### config.mk
export PLATFORM = sky130hd
export DESIGN_NAME = binary_xor_popcount_dot
export DESIGN_NICKNAME = d
export VERILOG_FILES = /design/src/rtl/bxpd_pkg.sv /design/src/rtl/bxpd_dist.sv /design/src/rtl/binary_xor_popcount_dot.sv
export SDC_FILE = /design/constraint.sdc
export NUM_CORES = 1
export LEC_CHECK = 0
export BUFFER_PORTS_ARGS = -buffer_cell sky130_fd_sc_hd__buf_4
export CAP_MARGIN = 10
export CORE_ASPECT_RATIO = 0.7
export CORE_MARGIN = 1
export CORE_UTILIZATION = 34
export DETAILED_ROUTE_END_ITERATION = 10
export GPL_TIMING_DRIVEN = 0
export PLACE_DENSITY_LB_ADDON = 0.12
export SLEW_MARGIN = 10
export SYNTH_ARGS = -nofsm -noshare
export SYNTH_HDL_FRONTEND = slang
export SYNTH_SLANG_ARGS = --single-unit
### constraint.sdc
create_clock -name clk -period 10 [get_ports clk]
set_input_delay 1 -clock clk [delete_from_list [all_inputs] [get_ports clk]]
set_output_delay 1 -clock clk [all_outputs]
set_load 0.02 [all_outputs]
### src/rtl/bxpd_pkg.sv
// Shared widths, constants, the datapath step bundle and the 32-bit ones count
// for the binary xor/popcount dot-product block. No dependencies.

package bxpd_pkg;

  localparam int WORD_BITS        = 32;
  localparam int REM_BITS         = $clog2(WORD_BITS);
  localparam int FB_W             = 13;
  localparam int SCORE_W          = 14;
  localparam int MAX_FEATURE_BITS = 4096;
  localparam int CNT_W            = $clog2(MAX_FEATURE_BITS + 1);
  localparam int POP_W            = $clog2(WORD_BITS + 1);

  localparam logic [FB_W-1:0] FB_RESET = FB_W'(32);

  // one beat leaving the input register towards the accumulator
  typedef struct packed {
    logic                 go;
    logic                 last;
    logic [WORD_BITS-1:0] diff;
  } step_t;

  // SWAR ones count, five short levels
  function automatic logic [POP_W-1:0] ones_in_word(input logic [WORD_BITS-1:0] w);
    logic [WORD_BITS-1:0] v;
    v = w - ((w >> 1) & 32'h5555_5555);
    v = (v & 32'h3333_3333) + ((v >> 2) & 32'h3333_3333);
    v = (v + (v >> 4)) & 32'h0f0f_0f0f;
    v = v + (v >> 8);
    v = v + (v >> 16);
    return v[POP_W-1:0];
  endfunction

endpackage

### src/rtl/bxpd_dist.sv
// Running Hamming distance: ones count of each beat's difference word, saturating add.
// Depends on bxpd_pkg.

module bxpd_dist (
  input  logic                      clk,
  input  logic                      rst,
  input  bxpd_pkg::step_t           step,
  output logic [bxpd_pkg::CNT_W-1:0] total
);

  logic [bxpd_pkg::CNT_W-1:0] mismatch_count;
  logic [bxpd_pkg::CNT_W-1:0] mismatch_count_next;
  logic [bxpd_pkg::POP_W-1:0] pop;
  logic [bxpd_pkg::CNT_W:0]   sum;

  assign pop = bxpd_pkg::ones_in_word(step.diff);
  assign sum = {1'b0, mismatch_count} + (bxpd_pkg::CNT_W + 1)'(pop);

  always_comb begin
    if (sum > (bxpd_pkg::CNT_W + 1)'(bxpd_pkg::MAX_FEATURE_BITS)) begin
      total = bxpd_pkg::CNT_W'(bxpd_pkg::MAX_FEATURE_BITS);
    end else begin
      total = sum[bxpd_pkg::CNT_W-1:0];
    end
  end

  // cleared once the last beat of a vector has gone through
  assign mismatch_count_next = step.last ? '0 : total;

  always_ff @(posedge clk) begin
    if (rst) begin
      mismatch_count <= '0;
    end else if (step.go) begin
      mismatch_count <= mismatch_count_next;
    end
  end

endmodule

### src/rtl/binary_xor_popcount_dot.sv
// Top level of the binary xor/popcount dot product: input register, tail mask,
// score and result register. Depends on bxpd_pkg and bxpd_dist.
//
//   channel | signals                                   | direction
//   --------+-------------------------------------------+----------
//   input   | in_valid in_ready query_word key_word last_word | in
//   result  | out_valid out_ready score                 | out
//   config  | cfg_valid cfg_ready cfg_data (feature_bits) | in
//
// One beat is taken every cycle unless a stalled last beat holds the input
// register. The ones count and saturating add run from it into the distance
// register; a last beat's score lands in the result register.
// Only a last beat waits on a full result register; other beats keep flowing.
// Reset clears the distance, both valid flags and sets feature_bits to 32.
// The config port is always ready.

module binary_xor_popcount_dot (
  input  logic                          clk,
  input  logic                          rst,
  input  logic                          in_valid,
  output logic                          in_ready,
  input  logic [31:0]                   query_word,
  input  logic [31:0]                   key_word,
  input  logic                          last_word,
  output logic                          out_valid,
  input  logic                          out_ready,
  output logic signed [13:0]            score,
  input  logic                          cfg_valid,
  output logic                          cfg_ready,
  input  logic [bxpd_pkg::FB_W-1:0]     cfg_data
);

  logic [bxpd_pkg::FB_W-1:0]      feature_bits;
  logic                           s1_valid;
  logic [bxpd_pkg::WORD_BITS-1:0] s1_query;
  logic [bxpd_pkg::WORD_BITS-1:0] s1_key;
  logic                           s1_last;
  logic                           s1_go;
  logic                           out_free;
  logic [bxpd_pkg::REM_BITS-1:0]  rem;
  logic [bxpd_pkg::WORD_BITS-1:0] tail_mask;
  bxpd_pkg::step_t                step;
  logic [bxpd_pkg::CNT_W-1:0]     total;
  logic [bxpd_pkg::SCORE_W:0]     score_wide;
  logic signed [bxpd_pkg::SCORE_W-1:0] score_next;

  assign cfg_ready = 1'b1;

  always_ff @(posedge clk) begin
    if (rst) begin
      feature_bits <= bxpd_pkg::FB_RESET;
    end else if (cfg_valid && cfg_ready) begin
      feature_bits <= cfg_data;
    end
  end

  assign out_free = !out_valid || out_ready;
  assign s1_go    = s1_valid && (!s1_last || out_free);
  assign in_ready = !s1_valid || s1_go;

  always_ff @(posedge clk) begin
    if (rst) begin
      s1_valid <= 1'b0;
    end else if (in_ready) begin
      s1_valid <= in_valid;
    end
  end

  always_ff @(posedge clk) begin
    if (in_valid && in_ready) begin
      s1_query <= query_word;
      s1_key   <= key_word;
      s1_last  <= last_word;
    end
  end

  // whole word counts when feature_bits is a multiple of the word size
  assign rem = feature_bits[bxpd_pkg::REM_BITS-1:0];
  always_comb begin
    if (rem == '0) begin
      tail_mask = '1;
    end else begin
      tail_mask = (bxpd_pkg::WORD_BITS'(1) << rem) - bxpd_pkg::WORD_BITS'(1);
    end
  end

  assign step.go   = s1_go;
  assign step.last = s1_last;
  assign step.diff = (s1_query ^ s1_key) & (s1_last ? tail_mask : '1);

  bxpd_dist u_dist (
    .clk   (clk),
    .rst   (rst),
    .step  (step),
    .total (total)
  );

  // range is exactly [-8192, 8191], so truncation never wraps
  assign score_wide = (bxpd_pkg::SCORE_W + 1)'(feature_bits)
                    - ((bxpd_pkg::SCORE_W + 1)'(total) << 1);
  assign score_next = score_wide[bxpd_pkg::SCORE_W-1:0];

  always_ff @(posedge clk) begin
    if (rst) begin
      out_valid <= 1'b0;
    end else if (s1_go && s1_last) begin
      out_valid <= 1'b1;
    end else if (out_ready) begin
      out_valid <= 1'b0;
    end
  end

  always_ff @(posedge clk) begin
    if (s1_go && s1_last) begin
      score <= score_next;
    end
  end

  // a held last beat must back up the input side
  a_last_backs_up: assert property (@(posedge clk) disable iff (rst)
    (s1_valid && s1_last && out_valid && !out_ready) |-> !in_ready)
    else $error("input taken while last beat stalled");

  // a result only appears from a last beat
  a_no_spurious_result: assert property (@(posedge clk) disable iff (rst)
    (!(s1_go && s1_last) && !(out_valid && !out_ready)) |=> !out_valid)
    else $error("result without last beat");

  // distance never exceeds its ceiling
  a_dist_bound: assert property (@(posedge clk) disable iff (rst)
    s1_valid |-> (total <= bxpd_pkg::CNT_W'(bxpd_pkg::MAX_FEATURE_BITS)))
    else $error("distance above ceiling");

endmodule

* Yosys cells after proc, flatten, opt, wreduce, memory -nomap -nowiden
Index checks and enable logic that the tools add are counted.
** Storage, ports and cells
- Register bits after elaboration :: 107
- Bits of input ports :: 83
- Output and inout bits :: 17
- Logic and storage cells :: 37
** Cells by class
- Add/subtract/negate cells :: 8
- Order comparisons :: 1
- Shifts and indexed selects :: 1
- Muxes and demuxes :: 6
- Bitwise operators :: 2
- Reductions and logical operators :: 11
** Operator list (count)
- two-way mux 32 bit :: 2
- AND 32 bit :: 1
- << shifter 1 x 5 -> 32 bit (first input constant) :: 1
- subtractor 32 x 2 -> 32 bit (second input constant) :: 1
- subtractor 32 x 31 -> 32 bit :: 1
- XOR 32 bit :: 1
- adder 30 x 30 -> 31 bit :: 1
- adder 28 x 27 -> 28 bit :: 1
- two-way mux 13 bit :: 2
- adder 20 x 20 -> 21 bit :: 1
- adder 13 x 6 -> 14 bit :: 1
- > comparator 14 x 13 -> 1 bit (second input constant) :: 1
- subtractor 13 x 14 -> 14 bit :: 1
- adder 6 x 5 -> 6 bit :: 1
- zero test 5 bit :: 1
- logical AND 1 bit :: 3
- zero test 1 bit :: 3
- logical OR 1 bit :: 3
- two-way mux 1 bit :: 2
- nonzero test 2 bit :: 1

* Logic depth before layout (Yosys ltp)
- Depth in word-level cells :: 14
- Depth in mapped cells :: 54
- Mapped depth without buffers :: 49

* By module
From an unflattened synthesis, not the netlist that was laid out.
** Unflattened totals
- Cells, all modules :: 834
- Area total of the unflattened synthesis :: 8106.5 um^2
** By module, submodules not included
- binary_xor_popcount_dot :: times used 1, cells an instance 412, area an instance 4663.2 um^2, sequential area each 2672.6 um^2
- bxpd_dist :: times used 1, cells an instance 422, area an instance 3443.3 um^2, sequential area each 260.2 um^2

* Worst setup path before layout
OpenSTA, ideal clock, no wires.
- Path type :: register -> register
- Start point :: reg feature_bits[3] (netlist name)
- End point :: reg score[13] (data pin)
- Setup time :: 0.258 ns
- Data arrival time :: 9.954 ns
- Required time :: 9.742 ns
- Slack :: -0.212 ns
- Stages on the path, launching flop included :: 52
- Path buffers :: 4
- Period minus slack after synthesis :: 10.212 ns
- Path through :: dfxtp_1 -> buf_2 -> nor2_2 -> nand4_1 -> ha_1 -> clkbuf_1 -> nor2_1 -> nand2_1 -> o31ai_1 -> a221oi_1 -> nand2b_1 -> ha_1 -> nand2b_1 -> a21boi_0 -> o21ai_0 -> a31oi_1 -> o21ai_1 -> a2111oi_0 -> [16 not listed] -> inv_1 -> a21oi_1 -> nand3b_1 -> and4b_1 -> o2111a_1 -> or2_1 -> buf_2 -> and2_1 -> ha_1 -> fa_1 -> nor2b_1 -> o21ai_0 -> a21boi_0 -> o21ai_0 -> a21boi_0 -> o2111ai_1 -> a31oi_1 -> xnor2_1
** Between the ends
- Cells in the longest elaborated chain, start to end :: 14
- Elaborated cells between the ends (all ways) :: 15
- Those cells by class :: 8 x add/sub; 1 x order compare; 1 x shift; 3 x mux; 1 x bitwise; 1 x reduce/logical
** Ends and longest elaborated chain
- start, declared :: line binary_xor_popcount_dot.sv:33 : logic [bxpd_pkg::FB_W-1:0] feature_bits;
- start signal, assigned :: line binary_xor_popcount_dot.sv:51 : feature_bits <= bxpd_pkg::FB_RESET;
- start signal, assigned :: line binary_xor_popcount_dot.sv:53 : feature_bits <= cfg_data;
- << shifter 1 x 5 -> 32 bit :: line binary_xor_popcount_dot.sv:83 : tail_mask = (bxpd_pkg::WORD_BITS'(1) << rem) - bxpd_pkg::WORD_BITS'(1);
- subtractor 32 x 2 -> 32 bit :: line binary_xor_popcount_dot.sv:83
- two-way mux 32 bit :: line binary_xor_popcount_dot.sv:80 : if (rem == '0) begin
- two-way mux 32 bit :: line binary_xor_popcount_dot.sv:89 : assign step.diff = (s1_query ^ s1_key) & (s1_last ? tail_mask : '1);
- AND 32 bit :: line binary_xor_popcount_dot.sv:89
- subtractor 32 x 31 -> 32 bit :: line bxpd_pkg.sv:26 : v = w - ((w >> 1) & 32'h5555_5555);
- adder 30 x 30 -> 31 bit :: line bxpd_pkg.sv:27 : v = (v & 32'h3333_3333) + ((v >> 2) & 32'h3333_3333);
- adder 28 x 27 -> 28 bit :: line bxpd_pkg.sv:28 : v = (v + (v >> 4)) & 32'h0f0f_0f0f;
- adder 20 x 20 -> 21 bit :: line bxpd_pkg.sv:29 : v = v + (v >> 8);
- adder 6 x 5 -> 6 bit :: line bxpd_pkg.sv:30 : v = v + (v >> 16);
- adder 13 x 6 -> 14 bit :: line bxpd_dist.sv:17 : assign sum = {1'b0, mismatch_count} + (bxpd_pkg::CNT_W + 1)'(pop);
- > comparator 14 x 13 -> 1 bit :: line bxpd_dist.sv:20 : if (sum > (bxpd_pkg::CNT_W + 1)'(bxpd_pkg::MAX_FEATURE_BITS)) begin
- two-way mux 13 bit :: line bxpd_dist.sv:20
- subtractor 13 x 14 -> 14 bit (*) :: line binary_xor_popcount_dot.sv:100 : - ((bxpd_pkg::SCORE_W + 1)'(total) << 1);
- named net score_wide (one bit) :: line binary_xor_popcount_dot.sv:44 : logic [bxpd_pkg::SCORE_W:0] score_wide;
- end signal, assigned :: line binary_xor_popcount_dot.sv:115 : score <= score_next;
- end, declared :: line binary_xor_popcount_dot.sv:27 : output logic signed [13:0] score,
Mark *: on every way through the listed nets, which the timed path passes. The rest lies on a longest branch.
A chain may end at the register's enable or synchronous reset.

* Worst setup path after layout
Ends and elaborated chain as after synthesis.

==> metrics.txt <==
number of antenna violations at the first check in global routing 0; worst relative slew slack 0.435; post-route insts no fill 1368; CTS sink cnt 107; Final Cell Area 11400 µm²; gate count after technology mapping 877; clock latency at the later pin of the worst-skew pair 350 ps; Min-Delay Path Class flop to flop; detailed-router iteration count before antenna repair 4; WS Path Type flop to flop; htree depth 3; Post-Syn Nets 1076; required time at the worst-slack endpoint 10110 ps; number of nets in the finished design 1237; number of hold buffers added after cts 0; total routing usage reported by global routing 0.179; maximum fanout encountered on the critical timing path 6; initial cell density of the core 0.347; horizontal extent of the die 192 µm; count of inserted antenna diode cells 0; commonest register cell after synthesis sky130_fd_sc_hd__edfxtp_1; Data arrival, critical path 9820 ps; reg2reg setup slack 290 ps; most frequent cell on the critical path sky130_fd_sc_hd__fa_2; gp weighted congestion 0.846; CTS Root Buffer Type sky130_fd_sc_hd__clkbuf_16; Max Slew Vio Count 0; TritonCTS buffer count 9; wire length reported by the detailed router 23.1 mm; cell count after placement 1301; slowest cell on the critical path sky130_fd_sc_hd__fa_1; category of cells accounting for the largest share of critical-path delay adder cells; WL per Instance 16.9 µm; number of I/O pins 100; number of synthesized flops with an enable pin 79; final count of hold timing violations 0; Avg Cell Area, Syn 9.78 µm²; Placement Cell Area 9810 µm²; final worst-path setup slack 286 ps; DRC violations left 0; setup violators final 0; antenna-violating nets left 0; setup repair after global routing missed its margin true; Area growth syn-to-layout 33.4%; TritonCTS clock tree yes; Post-Place Worst Slack -2080 ps; Achievable Freq 103 MHz; largest stage delay on the critical path 620 ps; wire length of the first global-routing pass 35.6 mm; maxcap violations 0; element type at the critical path end flop; buffer depth of the longest clock path 2; proportion of layout cells with a drive suffix above 1 0.321; Yosys warning total 0; worst clock skew on the final layout 7.17 ps; via density per instance 5.01; clock transition at the registers of the reported paths 70 ps; Vias 6853; DPL Wire Length 17.7 mm; vertical extent of the die 135 µm; number of buffer cells added on primary ports 96; vias in the first global route 6453; worst-case hold slack 459 ps; #FFs+latches synth 107; sequential element share of the synthesized area 0.342; count of different cell masters after synthesis 86; share of flip-flops with an asynchronous set or reset after synthesis 0; nature of the critical path startpoint flop; outcome complete, no violations; residual overflow from global routing 0; minimum period implied by the final worst setup slack 9710 ps; pin count of the biggest net entering global routing 24; mapped cell area 8580 µm²; drt initial violations 394; Worst Tran Pin Value 847 ps; floorplan die area 25900 µm²; Bufs and invs on worst path 5; final clock period utilization by the worst path 0.971; placement row count 48; Core Box Area 24700 µm²
==> registers in the layout, summed over array words and instances (netlist names) <==
register	count
s1_query	32
out_valid	1
s1_last	1
u_dist.mismatch_count	13
feature_bits	13
s1_valid	1
score	14
s1_key	32
==> cell type report <==
| cell class | instances | area, µm² |
|---|---|---|
| sequential | 107 | 2940 |
| clock inverter | 6 | 111 |
| clock buffer | 10 | 229 |
| buffer | 31 | 203 |
| tap | 325 | 407 |
| timing repair buffer | 155 | 1230 |
| inverter | 73 | 295 |
| multi-input combinational | 661 | 6020 |
| fill | 2320 | 13200 |
==> Yosys cell counts (all sizes together) (12+ instances only) <==
library cell / number / area share
dfxtp: 28 / 0.065
a31oi: 14 / 0.017
xor2: 33 / 0.034
nand2b: 12 / 0.0088
mux2i: 15 / 0.018
a21o: 26 / 0.024
fa: 17 / 0.040
nor2: 60 / 0.027
o21ai: 40 / 0.026
xnor2: 51 / 0.052
edfxtp: 79 / 0.28
nor3: 19 / 0.011
nand3: 13 / 0.0076
buf: 13 / 0.0090
clkbuf: 23 / 0.010
nand2: 70 / 0.031
ha: 99 / 0.14
inv: 73 / 0.032
a21oi: 43 / 0.026
==> cells in the final DEF, fill, tap and decap left out, types with 6 or more instances in the layout <==
master | synthesis | final
sky130_fd_sc_hd__nand2b_1 | 12 | 10
sky130_fd_sc_hd__fa_1 | 17 | 13
sky130_fd_sc_hd__nand2_1 | 70 | 66
sky130_fd_sc_hd__a21oi_1 | 42 | 28
sky130_fd_sc_hd__mux2i_1 | 15 | 14
sky130_fd_sc_hd__ha_1 | 99 | 80
sky130_fd_sc_hd__nor3_1 | 19 | 16
sky130_fd_sc_hd__nand4_1 | 8 | 8
sky130_fd_sc_hd__clkbuf_1 | 23 | 16
sky130_fd_sc_hd__a31oi_1 | 9 | 6
sky130_fd_sc_hd__o21ai_4 | 1 | 7
sky130_fd_sc_hd__xor2_1 | 33 | 31
sky130_fd_sc_hd__o21ai_0 | 32 | 17
sky130_fd_sc_hd__inv_1 | 72 | 64
sky130_fd_sc_hd__a21o_1 | 24 | 23
sky130_fd_sc_hd__or3_1 | 6 | 6
sky130_fd_sc_hd__nand3_1 | 13 | 12
sky130_fd_sc_hd__nor2_1 | 59 | 51
sky130_fd_sc_hd__buf_4 | 3 | 154
sky130_fd_sc_hd__edfxtp_1 | 79 | 79
sky130_fd_sc_hd__o21ai_2 | 3 | 9
sky130_fd_sc_hd__o211ai_1 | 11 | 11
sky130_fd_sc_hd__dfxtp_1 | 28 | 23
sky130_fd_sc_hd__nor2b_1 | 11 | 10
sky130_fd_sc_hd__o21ai_1 | 4 | 7
sky130_fd_sc_hd__ha_4 | 0 | 16
sky130_fd_sc_hd__a21oi_2 | 0 | 12
sky130_fd_sc_hd__xnor2_1 | 51 | 48
sky130_fd_sc_hd__clkbuf_16 | 0 | 10
==> stage by stage <==
step	util	setup TNS [ps]
2_1_floorplan	-	0
3_3_place_gp	0.394	-17150
3_5_place_dp	0.397	-17640
4_1_cts	0.439	-345
5_1_grt	0.463	-597
6_report	0.463	0
==> metal layers <==
metal,global-route usage,vias to the layer above,wire length (µm),part of all wire
met4,0.0366,0,198,0.0086
met1,0.298,3236,12800,0.55
li1,-,3456,-,-
met2,0.232,147,9050,0.39
met5,0,-,0,0
met3,0.0275,14,1030,0.045
==> worst min-delay path, stage by stage (launching register included) <==
cell and delay, ps:
sky130_fd_sc_hd__dfxtp_1 320, sky130_fd_sc_hd__nand2_1 50, sky130_fd_sc_hd__a21oi_1 50
==> cell families after synthesis <==
| kind of cell | after synthesis | share of synthesized area |
|---|---|---|
| other cells | 1 | 0.000437 |
| fa+ha+maj | 116 | 0.184 |
| buf+inv | 109 | 0.0511 |
| flops | 107 | 0.342 |
| xor+xnor | 84 | 0.0858 |
| mux | 15 | 0.0175 |
| compound gates | 203 | 0.179 |
| simple gates | 242 | 0.140 |
==> repair_timing <==
item,CTS,global route
gates resized for setup,108,102
pin swaps,57,75
setup endpoints to repair,20,9
buffers inserted,33,24
==> worst paths after layout <==
path / start / endpoint / cells after the start
worst max-delay path: feature_bits[3] / score[13] / 44
worst min-delay path: u_dist.mismatch_count[0] / u_dist.mismatch_count[0] / 2
worst max register to register: feature_bits[3] / score[13] / 44
worst min register to register: u_dist.mismatch_count[0] / u_dist.mismatch_count[0] / 2
Power is left out: the tool's default activity adds up to more than one toggle a clock period on the data nets, which glitch-free logic cannot reach.
